==> config.mk <==
export PLATFORM = sky130hd
export DESIGN_NAME = call_rate_decimator
export DESIGN_NICKNAME = d
export VERILOG_FILES = /design/src/rtl/core/crd_pkg.sv /design/src/rtl/core/crd_ram.sv /design/src/rtl/core/crd_mod.sv /design/src/rtl/core/call_rate_decimator.sv
export VERILOG_INCLUDE_DIRS = /design/src /design/src/rtl/core
export SDC_FILE = /design/constraint.sdc
export NUM_CORES = 1
export LEC_CHECK = 0
export BUFFER_PORTS_ARGS = -buffer_cell sky130_fd_sc_hd__buf_4
export CAP_MARGIN = 20
export CORE_MARGIN = 2
export CORE_UTILIZATION = 58
export DETAILED_ROUTE_END_ITERATION = 8
export PLACE_DENSITY_LB_ADDON = 0.08
export SLEW_MARGIN = 20
export SYNTH_ARGS = -nofsm -noshare
export SYNTH_HDL_FRONTEND = slang
export SYNTH_SLANG_ARGS = --single-unit
==> constraint.sdc <==
create_clock -name clock -period 6.5 [get_ports clock]
set_input_delay 1.3 -clock clock [delete_from_list [all_inputs] [get_ports clock]]
set_output_delay 1.3 -clock clock [all_outputs]
set_load 0.01 [all_outputs]
==> src/rtl/core/call_rate_decimator_defines.svh <==
// Assertion macros for the call rate decimator.
`ifndef CALL_RATE_DECIMATOR_DEFINES_SVH
`define CALL_RATE_DECIMATOR_DEFINES_SVH
`ifndef NO_ASSERTIONS
`define CRD_ASSERT_SAME(label, ante, cons) \
   label: assert property (@(posedge clock) disable iff (reset) (ante) |-> (cons)) \
      else $error("call_rate_decimator: assertion failed");
`define CRD_ASSERT_NEXT(label, ante, cons) \
   label: assert property (@(posedge clock) disable iff (reset) (ante) |=> (cons)) \
      else $error("call_rate_decimator: assertion failed");
`else
`define CRD_ASSERT_SAME(label, ante, cons)
`define CRD_ASSERT_NEXT(label, ante, cons)
`endif
`endif

==> src/rtl/core/crd_pkg.sv <==
`timescale 1ns / 1ps
`default_nettype none
package crd_pkg;
   localparam int TID_W   = 32;
   localparam int DEPTH_W = 16;
   localparam int DIV_W   = 4;
   localparam int SUBST_W = 32;

   localparam logic [1:0] OP_ENTER = 2'd0;
   localparam logic [1:0] OP_LEAVE = 2'd1;
   localparam logic [1:0] OP_FRAME = 2'd2;

   localparam logic [1:0] REG_ARMED        = 2'd0;
   localparam logic [1:0] REG_RATE_DIVISOR = 2'd1;
   localparam logic [1:0] REG_COUNT_FRAMES = 2'd2;
   localparam logic [1:0] REG_SUBSTITUTE   = 2'd3;

   typedef struct packed {
      logic [1:0]              opcode;
      logic signed [TID_W-1:0] thread_id;
   } req_type;

   typedef struct packed {
      logic                 call_made;
      logic [DEPTH_W-1:0]   nest_depth;
      logic [SUBST_W-1:0]   return_substitute;
   } rsp_type;
endpackage
`default_nettype wire

==> src/rtl/core/crd_ram.sv <==
`timescale 1ns / 1ps
`default_nettype none
module crd_ram #(
   parameter int WIDTH = 48,
   parameter int DEPTH = 4
) (
   input  wire logic                                   clock,
   input  wire logic                                   wr_en,
   input  wire logic [((DEPTH > 1) ? $clog2(DEPTH) : 1)-1:0] wr_addr,
   input  wire logic [WIDTH-1:0]                       wr_data,
   input  wire logic [((DEPTH > 1) ? $clog2(DEPTH) : 1)-1:0] rd_addr,
   output logic      [WIDTH-1:0]                       rd_data
);
   logic [WIDTH-1:0] mem_ff [DEPTH];

   always_ff @(posedge clock) begin
      if (wr_en) begin
         mem_ff[wr_addr] <= wr_data;
      end
      rd_data <= mem_ff[rd_addr];
   end
endmodule
`default_nettype wire

==> src/rtl/core/crd_mod.sv <==
`timescale 1ns / 1ps
`default_nettype none
module crd_mod #(
   parameter int OP_W = 10
) (
   input  wire logic                       clock,
   input  wire logic                       reset,
   input  wire logic                       start,
   input  wire logic [OP_W-1:0]            operand,
   input  wire logic [crd_pkg::DIV_W-1:0]  divisor,
   output logic                            done,
   output logic      [crd_pkg::DIV_W-1:0]  remainder
);
   localparam int CNT_W = $clog2(OP_W + 1);

   logic                       run_ff, run_in;
   logic                       done_ff, done_in;
   logic [CNT_W-1:0]           cnt_ff, cnt_in;
   logic [OP_W-1:0]            shift_ff, shift_in;
   logic [crd_pkg::DIV_W-1:0]  rem_ff, rem_in;
   logic [crd_pkg::DIV_W-1:0]  div_ff, div_in;
   logic [crd_pkg::DIV_W:0]    trial;

   always_comb begin
      run_in   = run_ff;
      done_in  = 1'b0;
      cnt_in   = cnt_ff;
      shift_in = shift_ff;
      rem_in   = rem_ff;
      div_in   = div_ff;
      trial    = {rem_ff, shift_ff[OP_W-1]};
      if (start) begin
         run_in   = 1'b1;
         cnt_in   = '0;
         shift_in = operand;
         rem_in   = '0;
         div_in   = divisor;
      end else if (run_ff) begin
         if (trial >= {1'b0, div_ff}) begin
            rem_in = crd_pkg::DIV_W'(trial - {1'b0, div_ff});
         end else begin
            rem_in = trial[crd_pkg::DIV_W-1:0];
         end
         shift_in = shift_ff << 1;
         cnt_in   = cnt_ff + 1'b1;
         if (cnt_ff == CNT_W'(OP_W - 1)) begin
            run_in  = 1'b0;
            done_in = 1'b1;
         end
      end
   end

   always_ff @(posedge clock) begin
      if (reset) begin
         run_ff  <= 1'b0;
         done_ff <= 1'b0;
         cnt_ff  <= '0;
      end else begin
         run_ff  <= run_in;
         done_ff <= done_in;
         cnt_ff  <= cnt_in;
      end
      shift_ff <= shift_in;
      rem_ff   <= rem_in;
      div_ff   <= div_in;
   end

   assign done      = done_ff;
   assign remainder = rem_ff;
endmodule
`default_nettype wire

==> src/rtl/core/call_rate_decimator.sv <==
`timescale 1ns / 1ps
`default_nettype none
// Frame, unknown, disarmed-enter and pass-all items: strobe in the cycle after the transfer.
// Enter and leave: serial scan of the record RAM, a read and a compare state per record, then
// an update state; an outermost enter adds a bit-serial modulo before the result strobe.
// One item at a time: busy falls in the strobe cycle; the strobe cannot be stalled.
// Sync reset clears counters, config registers and record valid bits; no clearing pass.
`include "call_rate_decimator_defines.svh"
module call_rate_decimator #(
   parameter int COUNT_MODULUS = 840,
   parameter int STALL_LIMIT   = 16,
   parameter int RECORDS       = 4,
   parameter int DIVISOR_LIMIT = 8
) (
   input  wire logic              clock,
   input  wire logic              reset,
   input  wire logic              start,
   output logic                   busy,
   input  wire crd_pkg::req_type  req_data,
   output logic                   rsp_valid,
   output crd_pkg::rsp_type       rsp_data,
   input  wire logic              psel,
   input  wire logic              penable,
   input  wire logic              pwrite,
   input  wire logic [3:0]        paddr,
   input  wire logic [31:0]       pwdata,
   output logic      [31:0]       prdata,
   output logic                   pready
);
   localparam int CW    = (COUNT_MODULUS > 2) ? $clog2(COUNT_MODULUS) : 1;
   localparam int CIF_W = $clog2(STALL_LIMIT + 1);
   localparam int IW    = (RECORDS > 1) ? $clog2(RECORDS) : 1;
   localparam int SW    = $clog2(RECORDS + 1);
   localparam int RW    = crd_pkg::TID_W + crd_pkg::DEPTH_W;
   localparam logic [CW:0] MOD_VAL = (CW + 1)'(COUNT_MODULUS);

   localparam logic [2:0] S_IDLE   = 3'd0;
   localparam logic [2:0] S_READ   = 3'd1;
   localparam logic [2:0] S_CMP    = 3'd2;
   localparam logic [2:0] S_UPDATE = 3'd3;
   localparam logic [2:0] S_MOD    = 3'd4;

   logic                          armed_ff, armed_in;
   logic [crd_pkg::DIV_W-1:0]     rate_ff, rate_in;
   logic                          cframes_ff, cframes_in;
   logic [crd_pkg::SUBST_W-1:0]   subst_ff, subst_in;

   logic [CW-1:0]                 frame_ff, frame_in;
   logic [CW-1:0]                 call_ff, call_in;
   logic [CW-1:0]                 last_ff, last_in;
   logic [CIF_W-1:0]              cif_ff, cif_in;

   logic [2:0]                    state_ff, state_in;
   logic [1:0]                    op_ff, op_in;
   logic [crd_pkg::TID_W-1:0]     tid_ff, tid_in;
   logic [crd_pkg::DIV_W-1:0]     div_ff, div_in;
   logic [SW-1:0]                 scan_ff, scan_in;
   logic                          found_ff, found_in;
   logic [IW-1:0]                 found_idx_ff, found_idx_in;
   logic [crd_pkg::DEPTH_W-1:0]   found_depth_ff, found_depth_in;
   logic                          free_ff, free_in;
   logic [IW-1:0]                 free_idx_ff, free_idx_in;
   logic [crd_pkg::DEPTH_W-1:0]   depth_ff, depth_in;

   logic [RECORDS-1:0]            valid_ff, valid_in;
   logic                          rd_valid_ff;

   logic                          rsp_valid_ff, rsp_valid_in;
   crd_pkg::rsp_type              rsp_ff, rsp_in;

   logic                          accept;
   logic                          cfg_write;
   logic [crd_pkg::DIV_W-1:0]     div_clamped;
   logic [crd_pkg::TID_W-1:0]     tid_mapped;
   logic [IW-1:0]                 rd_addr;
   logic [RW-1:0]                 rd_data;
   logic [crd_pkg::TID_W-1:0]     rec_owner;
   logic [crd_pkg::DEPTH_W-1:0]   rec_depth;
   logic                          wr_en;
   logic [IW-1:0]                 wr_addr;
   logic [RW-1:0]                 wr_data;
   logic [crd_pkg::DEPTH_W-1:0]   dep_inc;
   logic [crd_pkg::DEPTH_W-1:0]   dep_dec;
   logic                          mod_start;
   logic [CW-1:0]                 mod_operand;
   logic                          mod_done;
   logic [crd_pkg::DIV_W-1:0]     mod_rem;

   function automatic logic [CW-1:0] wrap_next(input logic [CW-1:0] v);
      logic [CW:0] n;
      n = {1'b0, v} + 1'b1;
      return (n >= MOD_VAL) ? '0 : n[CW-1:0];
   endfunction

   assign accept     = start && !busy;
   assign cfg_write  = psel && penable && pwrite;
   assign pready     = 1'b1;
   assign tid_mapped = (req_data.thread_id == '0) ? '1 : req_data.thread_id;
   assign div_clamped = ({4'd0, rate_ff} > 8'(DIVISOR_LIMIT)) ?
                        crd_pkg::DIV_W'(DIVISOR_LIMIT) : rate_ff;
   assign rd_addr    = scan_ff[IW-1:0];
   assign rec_owner  = rd_valid_ff ? rd_data[RW-1:crd_pkg::DEPTH_W] : '0;
   assign rec_depth  = rd_valid_ff ? rd_data[crd_pkg::DEPTH_W-1:0] : '0;
   assign dep_inc    = (found_depth_ff == '1) ? found_depth_ff : found_depth_ff + 1'b1;
   assign dep_dec    = (found_depth_ff == '0) ? '0 : found_depth_ff - 1'b1;

   always_comb begin
      case (paddr[3:2])
         crd_pkg::REG_ARMED:        prdata = {31'd0, armed_ff};
         crd_pkg::REG_RATE_DIVISOR: prdata = {28'd0, rate_ff};
         crd_pkg::REG_COUNT_FRAMES: prdata = {31'd0, cframes_ff};
         crd_pkg::REG_SUBSTITUTE:   prdata = subst_ff;
         default:                   prdata = '0;
      endcase
   end

   always_comb begin
      armed_in   = armed_ff;
      rate_in    = rate_ff;
      cframes_in = cframes_ff;
      subst_in   = subst_ff;
      if (cfg_write) begin
         case (paddr[3:2])
            crd_pkg::REG_ARMED:        armed_in   = pwdata[0];
            crd_pkg::REG_RATE_DIVISOR: rate_in    = pwdata[crd_pkg::DIV_W-1:0];
            crd_pkg::REG_COUNT_FRAMES: cframes_in = pwdata[0];
            crd_pkg::REG_SUBSTITUTE:   subst_in   = pwdata;
            default:                   armed_in   = armed_ff;
         endcase
      end
   end

   always_comb begin
      frame_in       = frame_ff;
      call_in        = call_ff;
      last_in        = last_ff;
      cif_in         = cif_ff;
      state_in       = state_ff;
      op_in          = op_ff;
      tid_in         = tid_ff;
      div_in         = div_ff;
      scan_in        = scan_ff;
      found_in       = found_ff;
      found_idx_in   = found_idx_ff;
      found_depth_in = found_depth_ff;
      free_in        = free_ff;
      free_idx_in    = free_idx_ff;
      depth_in       = depth_ff;
      valid_in       = valid_ff;
      rsp_valid_in   = 1'b0;
      rsp_in         = rsp_ff;
      wr_en          = 1'b0;
      wr_addr        = found_idx_ff;
      wr_data        = {tid_ff, dep_inc};
      mod_start      = 1'b0;
      mod_operand    = call_ff;

      case (state_ff)
         S_IDLE: begin
            if (accept) begin
               op_in    = req_data.opcode;
               tid_in   = tid_mapped;
               div_in   = div_clamped;
               scan_in  = '0;
               found_in = 1'b0;
               free_in  = 1'b0;
               rsp_in   = '0;
               case (req_data.opcode)
                  crd_pkg::OP_ENTER: begin
                     if (!armed_ff) begin
                        rsp_in.return_substitute = subst_ff;
                        rsp_valid_in = 1'b1;
                     end else if (div_clamped <= 4'd1) begin
                        rsp_in.call_made = 1'b1;
                        rsp_valid_in = 1'b1;
                     end else begin
                        state_in = S_READ;
                     end
                  end
                  crd_pkg::OP_LEAVE: begin
                     state_in = S_READ;
                  end
                  crd_pkg::OP_FRAME: begin
                     frame_in     = wrap_next(frame_ff);
                     rsp_valid_in = 1'b1;
                  end
                  default: begin
                     rsp_valid_in = 1'b1;
                  end
               endcase
            end
         end
         S_READ: begin
            state_in = S_CMP;
         end
         S_CMP: begin
            if (!found_ff && rec_owner == tid_ff) begin
               found_in       = 1'b1;
               found_idx_in   = scan_ff[IW-1:0];
               found_depth_in = rec_depth;
            end
            if (!free_ff && rec_owner == '0) begin
               free_in     = 1'b1;
               free_idx_in = scan_ff[IW-1:0];
            end
            scan_in = scan_ff + 1'b1;
            if (scan_ff == SW'(RECORDS - 1)) begin
               state_in = S_UPDATE;
            end else begin
               state_in = S_READ;
            end
         end
         S_UPDATE: begin
            rsp_in = '0;
            if (op_ff == crd_pkg::OP_LEAVE) begin
               if (found_ff) begin
                  wr_en   = 1'b1;
                  wr_data = {((dep_dec == '0) ? '0 : tid_ff), dep_dec};
               end
               rsp_valid_in = 1'b1;
               state_in     = S_IDLE;
            end else begin
               if (found_ff) begin
                  wr_en    = 1'b1;
                  depth_in = dep_inc;
               end else if (free_ff) begin
                  wr_en    = 1'b1;
                  wr_addr  = free_idx_ff;
                  wr_data  = {tid_ff, crd_pkg::DEPTH_W'(1)};
                  depth_in = crd_pkg::DEPTH_W'(1);
               end else begin
                  depth_in = crd_pkg::DEPTH_W'(1);
               end
               if (found_ff && dep_inc > crd_pkg::DEPTH_W'(1)) begin
                  rsp_in.call_made  = 1'b1;
                  rsp_in.nest_depth = dep_inc;
                  rsp_valid_in      = 1'b1;
                  state_in          = S_IDLE;
               end else begin
                  call_in   = wrap_next(call_ff);
                  mod_start = 1'b1;
                  if (cframes_ff) begin
                     if (frame_ff != last_ff) begin
                        last_in     = frame_ff;
                        cif_in      = '0;
                        mod_operand = frame_ff;
                     end else if (cif_ff < CIF_W'(STALL_LIMIT)) begin
                        cif_in      = cif_ff + 1'b1;
                        mod_operand = frame_ff;
                     end
                  end
                  state_in = S_MOD;
               end
            end
            if (wr_en) begin
               valid_in[wr_addr] = 1'b1;
            end
         end
         S_MOD: begin
            if (mod_done) begin
               rsp_in.nest_depth = depth_ff;
               if (mod_rem == '0) begin
                  rsp_in.call_made         = 1'b1;
                  rsp_in.return_substitute = '0;
               end else begin
                  rsp_in.call_made         = 1'b0;
                  rsp_in.return_substitute = subst_ff;
               end
               rsp_valid_in = 1'b1;
               state_in     = S_IDLE;
            end
         end
         default: begin
            state_in = S_IDLE;
         end
      endcase
   end

   always_ff @(posedge clock) begin
      if (reset) begin
         armed_ff     <= 1'b0;
         rate_ff      <= '0;
         cframes_ff   <= 1'b0;
         subst_ff     <= '0;
         frame_ff     <= '0;
         call_ff      <= '0;
         last_ff      <= '0;
         cif_ff       <= '0;
         state_ff     <= S_IDLE;
         valid_ff     <= '0;
         rsp_valid_ff <= 1'b0;
         found_ff     <= 1'b0;
         free_ff      <= 1'b0;
         scan_ff      <= '0;
         rd_valid_ff  <= 1'b0;
      end else begin
         armed_ff     <= armed_in;
         rate_ff      <= rate_in;
         cframes_ff   <= cframes_in;
         subst_ff     <= subst_in;
         frame_ff     <= frame_in;
         call_ff      <= call_in;
         last_ff      <= last_in;
         cif_ff       <= cif_in;
         state_ff     <= state_in;
         valid_ff     <= valid_in;
         rsp_valid_ff <= rsp_valid_in;
         found_ff     <= found_in;
         free_ff      <= free_in;
         scan_ff      <= scan_in;
         rd_valid_ff  <= valid_ff[rd_addr];
      end
      op_ff          <= op_in;
      tid_ff         <= tid_in;
      div_ff         <= div_in;
      found_idx_ff   <= found_idx_in;
      found_depth_ff <= found_depth_in;
      free_idx_ff    <= free_idx_in;
      depth_ff       <= depth_in;
      rsp_ff         <= rsp_in;
   end

   crd_ram #(
      .WIDTH (RW),
      .DEPTH (RECORDS)
   ) u_records (
      .clock   (clock),
      .wr_en   (wr_en),
      .wr_addr (wr_addr),
      .wr_data (wr_data),
      .rd_addr (rd_addr),
      .rd_data (rd_data)
   );

   crd_mod #(
      .OP_W (CW)
   ) u_mod (
      .clock     (clock),
      .reset     (reset),
      .start     (mod_start),
      .operand   (mod_operand),
      .divisor   (div_ff),
      .done      (mod_done),
      .remainder (mod_rem)
   );

   assign busy      = (state_ff != S_IDLE);
   assign rsp_valid = rsp_valid_ff;
   assign rsp_data  = rsp_ff;

   `CRD_ASSERT_SAME(a_rsp_has_cause, rsp_valid, $past(busy || start))
   `CRD_ASSERT_NEXT(a_accept_splits, accept, rsp_valid != busy)
   `CRD_ASSERT_NEXT(a_mod_done_reports, (state_ff == S_MOD) && mod_done, rsp_valid && !busy)
endmodule
`default_nettype wire
==> results of run 1 <==
==> metrics by stage <==
step | hold WS [ns] | utilization [%] | cell area [µm²] | setup WS (ns) | power (mW)
final | 0.4179 | 66.94 | 23640 | 1.934 | 6.193
after detailed placement | 0.4052 | 62.69 | 22140 | 2.064 | 3.619
after floorplan | 0.4003 | - | 20650 | 0.9881 | 3.504
after global placement | 0.4043 | 62.69 | 22140 | 2.167 | 3.610
after global routing | 0.4265 | 66.94 | 23640 | 1.737 | 6.390
after CTS | 0.4194 | 66.94 | 23640 | 2.061 | 6.242
==> cells by family (layout without fill, tap and decap cells) <==
group                      after synthesis  in the layout
DFF                                    474            474
buffers and inverters                  152            305
adders and majority gates               14             14
and+or+nand+nor                        632            632
other                                    1              1
muxes                                   99             99
AOI/OAI and AO/OA                      274            274
xor gates and xnor gates                35             35
==> state kept, by name (all words and copies together), names as in the netlist, 5 cells and up <==
register           flops
call_ff               10
cif_ff                 5
depth_ff              16
found_depth_ff        16
frame_ff              10
last_ff               10
rsp_data              49
subst_ff              32
tid_ff                32
u_mod.shift_ff        10
u_records.mem_ff     192
u_records.rd_data     48
==> per-layer routing <==
metal  GRT usage (%)  vias up  wire length [µm]
li1                -     6516                 -
met1           35.45     6806             20000
met2           40.96      429             22620
met3           3.837       65              2930
met4           8.015        0              1003
met5               0        -                 0
==> power by group <==
part           switching [mW]  internal (mW)
combinational           0.136          0.111
clock                    1.10           1.54
sequential             0.0437           3.27
==> cells in the final DEF (no fill, tap or decap), drive strengths merged, types with 18 or more instances in the layout <==
cell type and count:
a21oi 85, and2 50, and3 36, buf 178
clkbuf 74, dfxtp 145, edfxtp 329, inv 38
mux2 18, mux2i 31, mux4 50, nand2 176
nand3 51, nand4 26, nor2 83, nor2b 44
nor3 34, nor4 32, o21ai 59, o22ai 24
or2 35, xnor2 23
==> layout make-up <==
type                            count  area (µm²)
Clock buffer                       74        1380
Clock inverter                     13       121.4
Fill cell                        2603       11670
Inverter                           40       150.1
Multi-Input combinational cell   1055        7284
Sequential cell                   474       12790
Tap cell                          461       576.8
Timing Repair Buffer              178        1336
==> path summary, 6_finish.rpt <==
check | start | endpoint | slack [ns] | cells after the start
max | found_depth_ff[5] | u_records.mem_ff[2][6] | 1.93 | 7
min | div_ff[3] | u_mod.div_ff[3] | 0.42 | 0
max reg2reg | found_depth_ff[5] | u_records.mem_ff[2][6] | 1.93 | 7
min reg2reg | div_ff[3] | u_mod.div_ff[3] | 0.42 | 0
==> impl_results.md, run 1 <==
* Status: finished clean
* Post-synth EDFFs at 329
* CTS resizes at 0
* First-pass GRT wire length at 72600 µm
* Antenna violations before repair at 0
* Top cells by count, synth: edfxtp_1, nand2_1, dfxtp_1
* Number of port buffers at roughly 160
* Critical Path Source Type: register
* Yosys warns at 0
* Lkg Pwr at between 8 and 9 nW
* # rows at 69
* Vias per inst at 6.020
* Setup Viol. Count Final at 0
* N_diodes at 0
* Worst path max stage delay at 0.96 ns
* Detailed Place HPWL at 30180 µm
* H-tree depth at 2
* Ys async rst share at 0%
* Vias in the first global route at approximately 13000
* Critical Path RT at 6.73 ns
* Post-Synth XOR/XNOR Area at ~1.5%
* Via count at roughly 14000
* Post-synthesis mux area share at under 10%
* DR WL/cell at about 20 µm
* Largest family of logic cells by synthesized area: simple AND/OR/NAND/NOR gates
* Maximum root-to-sink buffer count at 3
* Slowest cell on the critical path: or4_1
* Synth top area cells: edfxtp_1, dfxtp_1, mux4_2, nand2_1, a21oi_1
* Remaining global-route overflow at 0
* Gr usage total at between 20% and 30%
* Power Density at approximately 260 nW/µm²
* Fmax at approximately 0.22 GHz
* Most frequent cell after synthesis: edfxtp_1
* Worst-margin pin slew at slightly above 1 ns
* Post-synth design cell area at slightly above 20000 µm²
* Nets at around 1900
* RSZ-0062 raised after global routing: no
* DRC Markers at 0
* Starting density of the core at around three fifths
* Arrival time worst endpoint at approximately 4.8 ns
* Largest net degree at the start of global routing at roughly 50
* Insertion delay to the later sink of the worst-skew pair at ~0.57 ns
* Crit path time final at 4.566 ns
* Routed wire length at about 47000 µm
* Final antenna-violating net count at 0
* CP Buf/Inv Count at 0
* Area grow syn2layout at 14.47%
* Die Width at 192.7 µm
* Average size of a mapped cell at around 12 µm²
* Sink Count at approximately 470
* Fin Clk Skew at about 0.012 ns
* Ratio of final minimum period to clock period at approximately 70%
* Max-slew headroom at 30.60%
* TritonRoute pass-1 iters at 8
* Full die area at between 30000 and 40000 µm²
* WS Path Type: reg -> reg
* Sequential area share after synthesis at a little over 60%
* Post-Synth Simple-Gate Area at ~16%
* Die height at 192.7 µm
* CP Max Fanout at 17
* Crit-path cells: nand4_2 > nor4_1 > mux2i_1 > nand4_1 > or4_1 > a21oi_2 > o21ai_0
* CTS tree: done
* Max-cap violations at 0
* Area fraction of the dominant cell type after synthesis at a little under half
* Final Hold Viols at 0
* Core area at roughly 35000 µm²
* Final std cells w/o fill at around 2300
* Cell family with most CP delay: simple AND/OR/NAND/NOR gates
* Syn Inst Count at ~1700
* Syn nets at between 1500 and 2000
* Hold Buf Count CTS at 0
* Adder-Cell Fraction of Synth Area at less than 1%
* Synth unique cells at 85
* RD Place Congestion at slightly below 0.9
* Fin. max-slew vios at 0
* IO Count at 160
* Worst vdd ir at roughly 240 µV
* Synth Area in Compound Gates at 8.592%
* CP endpoint kind: register
* Path type of the worst min-delay path: reg -> reg
* Largest area contributor in the netlist: edfxtp_1
* Number of buffers created by CTS at 47
* Cell count after placement at ~2200
* Share of cells above drive strength 1 at 20.67%
* Register bit total from synthesis at about 470
* Setup TNS at 0 ns
* Clock Tree Root: clkbuf_16
* Drt first-iter violations at about 1100
* Clk slew on worst S/H paths at 0.06 ns
* Post-CTS Setup Inserts at 0
* Synth Flop Type: edfxtp_1
Note: power is estimated with default switching activity, not from simulation.
==> inputs of run 2 (changes only) <==
--- a/config.mk
+++ b/config.mk
@@ -6,6 +6,7 @@
 export SDC_FILE = /design/constraint.sdc
 export NUM_CORES = 1
 export LEC_CHECK = 0
+export ABC_AREA = 1
 export BUFFER_PORTS_ARGS = -buffer_cell sky130_fd_sc_hd__buf_4
 export CAP_MARGIN = 20
 export CORE_MARGIN = 2
==> constraint.sdc (replaced) <==
create_clock -name clock -period 4.64 [get_ports clock]
set_input_delay 0.928 -clock clock [delete_from_list [all_inputs] [get_ports clock]]
set_output_delay 0.928 -clock clock [all_outputs]
set_load 0.01 [all_outputs]
==> run 2 against run 1 <==
Wire length is 2.1% higher. Total power increased by 45%. Global-route usage grew 0.60 points. Fmax up 31%. Synthesized cell count up 27%. Synthesized area decreased by 0.19%. Clock power increased by 44%. Non-clock buffer count shrank 3. Design area grew 0.42%. Largest power group unchanged.
==> impl_results.md, run 2 <==
* Sink Count at about 470
* Critical path origin: found_depth_ff[0]
* Antenna violations before repair at 0
* Fin Clk Skew at approximately 0.019 ns
* Path type of the worst min-delay path: reg -> reg
* Worst-margin pin slew at 1.024 ns
* Syn nets at roughly 2200
* Remaining global-route overflow at 0
* Routed wire length at roughly 48000 µm
* Post-synth design cell area at 20610 µm²
* Insertion delay to the later sink of the worst-skew pair at between 0.5 and 0.6 ns
* Critical Path Source Type: register
* CP Max Fanout at 32
* Via count at 15307
* Setup Viol. Count Final at 0
* Largest reg by FF count: u_records.mem_ff
* Min-delay src: valid_ff[3]
* Max reg flops at approximately 190
* RD Place Congestion at 0.9538
* Starting density of the core at between 50% and 60%
* RSZ-0062 raised after global routing: no
* Detailed Place HPWL at slightly above 30000 µm
* Sequential area share after synthesis at between 60 and 70%
* Area grow syn2layout at 15.17%
* Most frequent cell after synthesis: nand2_1
* DR WL/cell at approximately 17 µm
* Average size of a mapped cell at about 9.7 µm²
* Synth Flop Type: edfxtp_1
* Largest net degree at the start of global routing at slightly above 100
* First-pass GRT wire length at between 70000 and 80000 µm
* N_diodes at 0
* Final antenna-violating net count at 0
* Worst vdd ir at a little over 300 µV
* Largest area contributor in the netlist: edfxtp_1
* Layout filler cell count at between 2000 and 3000
* Register bit total from synthesis at around 470
* Share of cells above drive strength 1 at a little over an eighth
* Lkg Pwr at 9.535 nW
* Yosys warns at 0
* Setup slack at placement at around 1.2 ns
* Full die area at 37060 µm²
* Nets at ~2400
* Vias in the first global route at 14759
* Final Hold Viols at 0
* Die Width at approximately 190 µm
* Post-CTS Setup Inserts at 0
* Clock Tree Root: clkbuf_16
* CP endpoint kind: register
* Syn Inst Count at 2133
* Max-slew headroom at a little under a third
* # rows at 69
* Power Density at about 380 nW/µm²
* Synth unique cells at 52
* Setup ws final at about 1.1 ns
* Placement Cell Area at ~22000 µm²
* Number of buffers created by CTS at between 40 and 50
* R2r startpoint: found_depth_ff[0]
* Synth top area cells: edfxtp_1, dfxtp_1, nand2_1, nor2_1, o21ai_0
* H-tree depth at 2
* Vias per inst at 5.526
* Commonest cells after routing, fill and taps aside: nand2_1, nor2_1, edfxtp_1
* Hold Buf Count CTS at 0
* Crit path time final at 3.496 ns
* Post-synth EDFFs at between 300 and 400
* Post-Route Utilization at between 60% and 70%
* Max-cap violations at 0
* IO Count at between 150 and 200
* CTS tree: done
* Arrival time worst endpoint at ~3.8 ns
* R2r setup slk at 1.14 ns
* Ys async rst share at 0%
* Final Cell Area at between 20000 and 25000 µm²
* Most common cell after layout, fill and taps aside: nand2_1
* Setup TNS at 0 ns
* WS Path Type: reg -> reg
* Fin. max-slew vios at 0
* Number of port buffers at around 160
* DRC Markers at 0
* Area fraction of the dominant cell type after synthesis at a little under half
* Top cells by count, synth: nand2_1, nor2_1, edfxtp_1, inv_1, o21ai_0
* Die height at roughly 190 µm
* Ratio of final minimum period to clock period at about three quarters
* Status: finished clean
* Core area at ~35000 µm²
* TritonRoute pass-1 iters at 6
* Critical Path RT at ~4.9 ns
* Gr usage total at ~26%
* Maximum root-to-sink buffer count at 3
* Clk slew on worst S/H paths at roughly 0.06 ns
* CTS resizes at 0
* Drt first-iter violations at ~1000
* Fmax at about 0.29 GHz
-- run 2: cell count changes in the layout (fill, tap and decap cells not counted), moves of 29 or more --
cell / delta
nor2_1: +253
or2_2: -31
xor2_1: +32
o21ai_0: +132
nand3_1: +29
nand2_1: +180
and2_1: -48
inv_1: +204
nor2b_1: -44
and3_1: -35
mux2i_1: -30
mux4_2: -50
-- run 2: logic make-up after synthesis --
logic type	Yosys count	synth area share [%]
DFF	474	62.02
AOI/OAI and AO/OA	356	9.568
adders and majority gates	14	0.8864
buffers and inverters	337	6.539
xor gates and xnor gates	48	2.040
other	1	0.01820
and+or+nand+nor	903	18.92
-- run 2: metrics by stage --
stage | total power [mW] | instances | hold slack [ns]
4_1_cts | 9.058 | 2770 | 0.4618
3_3_place_gp | 5.258 | 2680 | 0.4430
6_report | 9.001 | 2770 | 0.4592
3_5_place_dp | 5.278 | 2680 | 0.4477
5_1_grt | 9.279 | 2770 | 0.4866
2_1_floorplan | 5.044 | 2133 | 0.4003
-- run 2: final timing paths --
| kind | to | cells past startpoint |
|---|---|---|
| setup / recovery | u_records.mem_ff[0][30] | 12 |
| hold / removal | valid_ff[3] | 1 |
| setup reg to reg | u_records.mem_ff[0][30] | 12 |
| hold reg to reg | valid_ff[3] | 1 |
-- run 2: area by class of cell --
type                    count  area (µm²)  share of cell area, %
inverters                 248       938.4                  3.954
clock buffers              63        1340                  5.646
multi-input cells        1322        6535                  27.53
flip-flops and latches    474       12780                  53.86
repair buffers            175        1326                  5.588
clock inverters            27       234.0                 0.9858
well taps                 461       576.8                  2.430
-- run 2: report_power, final --
part,switching [mW],internal (mW)
Combinational,0.318,0.188
Clock,1.60,2.21
Sequential,0.0589,4.63
-- run 2: critical path, cell delays in order (launching register included) --
cell and delay (ns):
edfxtp_1 0.47, inv_1 0.13, ha_1 0.21, nand3_2 0.12, nor2_2 0.28, nand3b_4 0.22, inv_2 0.13, or2_1 0.14
nand3_1 0.07, nor2_1 0.18, nand4_1 0.15, nor2_4 0.80, nor2_1 0.24
-- run 2: routing by layer --
metal,global-route usage (%),routed length [µm],vias up
li1,-,-,7472
met1,34.76,20700,7277
met2,42.85,22760,471
met3,4.346,2755,87
met4,9.219,1294,0
met5,0,0,-
==> inputs of run 3 (changes only) <==
--- a/config.mk
+++ b/config.mk
@@ -6,7 +6,7 @@
 export SDC_FILE = /design/constraint.sdc
 export NUM_CORES = 1
 export LEC_CHECK = 0
-export ABC_AREA = 1
+export ABC_AREA = 0
 export BUFFER_PORTS_ARGS = -buffer_cell sky130_fd_sc_hd__buf_4
 export CAP_MARGIN = 20
 export CORE_MARGIN = 2
==> constraint.sdc (replaced) <==
create_clock -name clock -period 3.59 [get_ports clock]
set_input_delay 0.718 -clock clock [delete_from_list [all_inputs] [get_ports clock]]
set_output_delay 0.718 -clock clock [all_outputs]
set_load 0.01 [all_outputs]
==> run 3 against run 2 <==
First-iteration DRC count grew 4.6%. Wire length shrank 0.66%. Hold slack lost 0.056 ns. Count of clock-buffer cells in the layout grew 6. Total power grew 26%. Critical path depth shrank 4. Global-route usage shrank 0.55 points. Largest power group unchanged.
==> impl_results.md, run 3 (synthesis results as in run 1) <==
* Status: finished clean
* Critical Path RT at about 3.8 ns
* Clock Tree Root: clkbuf_16
* Crit-path cells: nand3_2 > nor4_1 > mux2i_1 > nand4_1 > or4_1 > a21oi_2 > buf_4 > o21ai_0
* Slowest cell on the critical path: or4_1
* N_diodes at 0
* Setup TNS at 0 ns
* Setup Viol. Count Final at 0
* Crit path capture: u_records.mem_ff[2][6]
* Full die area at between 30000 and 40000 µm²
* Final antenna-violating net count at 0
* Ratio of final minimum period to clock period at between 90% and 100%
* # rows at slightly below 70
* Setup slack at placement at about 0.20 ns
* Cell family with most CP delay: simple AND/OR/NAND/NOR gates
* Switching power total at around 2.3 mW
* Nets at between 1500 and 2000
* First-pass GRT wire length at between 70000 and 80000 µm
* Max reg flops at 192
* DR WL/cell at around 20 µm
* Core area at around 35000 µm²
* Area grow syn2layout at 16.55%
* Setup ws final at approximately 0.22 ns
* DRC Markers at 0
* Max-slew headroom at 49.82%
* Sequential cell area at roughly 13000 µm²
* Number of port buffers at 156
* Path type of the worst min-delay path: in -> reg
* Lkg Pwr at approximately 8.6 nW
* Detailed Place HPWL at roughly 32000 µm
* Layout filler cell count at roughly 2600
* Vias per inst at 5.995
* Combinational fraction of design power at about 4%
* Insertion delay to the later sink of the worst-skew pair at about 0.56 ns
* Design Power at roughly 11 mW
* Switching share of power at 20.70%
* TritonRoute pass-1 iters at 8
* Share of cells above drive strength 1 at between 20% and 30%
* Fin Clk Skew at 0.01358 ns
* Post-CTS Setup Inserts at 0
* Placement Cell Area at about 22000 µm²
* Largest net degree at the start of global routing at between 40 and 50
* Final Hold Viols at 0
* Hold Buf Count CTS at 0
* Worst path max stage delay at around 0.68 ns
* Sink Count at between 400 and 500
* RSZ-0062 raised after global routing: no
* Routed wire length at around 47000 µm
* CP Buf/Inv Count at 1
* Hold depth at 1
* Worst vdd ir at just over 400 µV
* Sequential share of power at 53.0%
* Worst R2R End: u_records.mem_ff[2][6]
* R2r startpoint: found_depth_ff[2]
* Remaining global-route overflow at 0
* Clk slew on worst S/H paths at roughly 0.06 ns
* Final Cell Area at approximately 24000 µm²
* CP Depth at 8
* IO Count at 160
* Antenna violations before repair at 0
* Die height at around 190 µm
* Gr usage total at roughly a quarter
* Multi-input gate area at 7298 µm²
* Starting density of the core at a little under 60%
* CP Max Fanout at 12
* CTS tree: done
* WS Path Type: reg -> reg
* Vias in the first global route at 13294
* Maximum root-to-sink buffer count at 3
* Largest reg by FF count: u_records.mem_ff
* Cell count after placement at 2249
* Clock power frac at 43.0%
* Commonest cells after routing, fill and taps aside: edfxtp_1, buf_4, nand2_1
* Fmax at 0.2968 GHz
* Pint at between 8 and 9 mW
* R2R depth at 8
* CP endpoint kind: register
* H-tree depth at 2
* Worst-margin pin slew at approximately 0.75 ns
* Most common cell after layout, fill and taps aside: edfxtp_1
* Critical path origin: found_depth_ff[2]
* Crit path time final at 3.370 ns
* Critical Path Source Type: register
* Fin. max-slew vios at 0
* Final std cells w/o fill at 2338
* Power Density at between 400 and 500 nW/µm²
* Max-cap violations at 0
* Drt first-iter violations at between 1000 and 1500
* Number of buffers created by CTS at 48
* Die Width at slightly below 200 µm
* RD Place Congestion at just over 0.9
* Via count at approximately 14000
* Arrival time worst endpoint at 3.60 ns
* R2r setup slk at approximately 0.22 ns
run 3: how the worst min path moves through the flow:
stage	start	endpoint	slack (ns)
global route	req_data[32]	op_ff[0]	0.39
CTS	req_data[32]	op_ff[0]	0.38
floorplan	div_ff[0]	u_mod.div_ff[0]	0.40
detailed placement	div_ff[1]	u_mod.div_ff[1]	0.40
finish	req_data[32]	op_ff[0]	0.40
global placement	div_ff[3]	u_mod.div_ff[3]	0.41
run 3: what timing repair did:
action | 4_1_cts | 5_1_grt
endpoints found under the setup margin | 0 | 13
endpoints found under the hold margin | 0 | 0
gates resized for setup | 0 | 1
run 3: metrics by stage:
step | hold WS, ns | utilization [%]
after floorplan | 0.4003 | -
after global placement | 0.4069 | 63.70
after detailed placement | 0.4045 | 63.70
after CTS | 0.3800 | 68.15
after global routing | 0.3899 | 68.16
final | 0.4032 | 68.16
run 3: power by group through the flow:
| stage | combinational [mW] | sequential (mW) | clock (mW) |
|---|---|---|---|
| finish | 0.454 | 5.99 | 4.86 |
| global route | 0.497 | 6.00 | 5.16 |
| CTS | 0.455 | 5.99 | 4.95 |
| detailed placement | 0.454 | 6.11 | 0 |
| global placement | 0.442 | 6.10 | 0 |
| floorplan | 0.258 | 6.08 | 0 |
run 3: final cells by class:
class | count | area share, %
flip-flops and latches | 474 | 53.13
clock inverters | 20 | 0.5771
repair buffers | 219 | 6.987
well taps | 461 | 2.397
inverters | 40 | 0.6239
multi-input cells | 1055 | 30.32
clock buffers | 69 | 5.958
run 3: layer usage:
| metal | up-vias | share of wire [%] | global-route usage (%) |
|---|---|---|---|
| li1 | 6602 | - | - |
| met1 | 6951 | 44 | 35.93 |
| met2 | 403 | 49 | 41.84 |
| met3 | 60 | 5.1 | 3.401 |
| met4 | 0 | 1.6 | 6.195 |
| met5 | - | 0 | 0 |
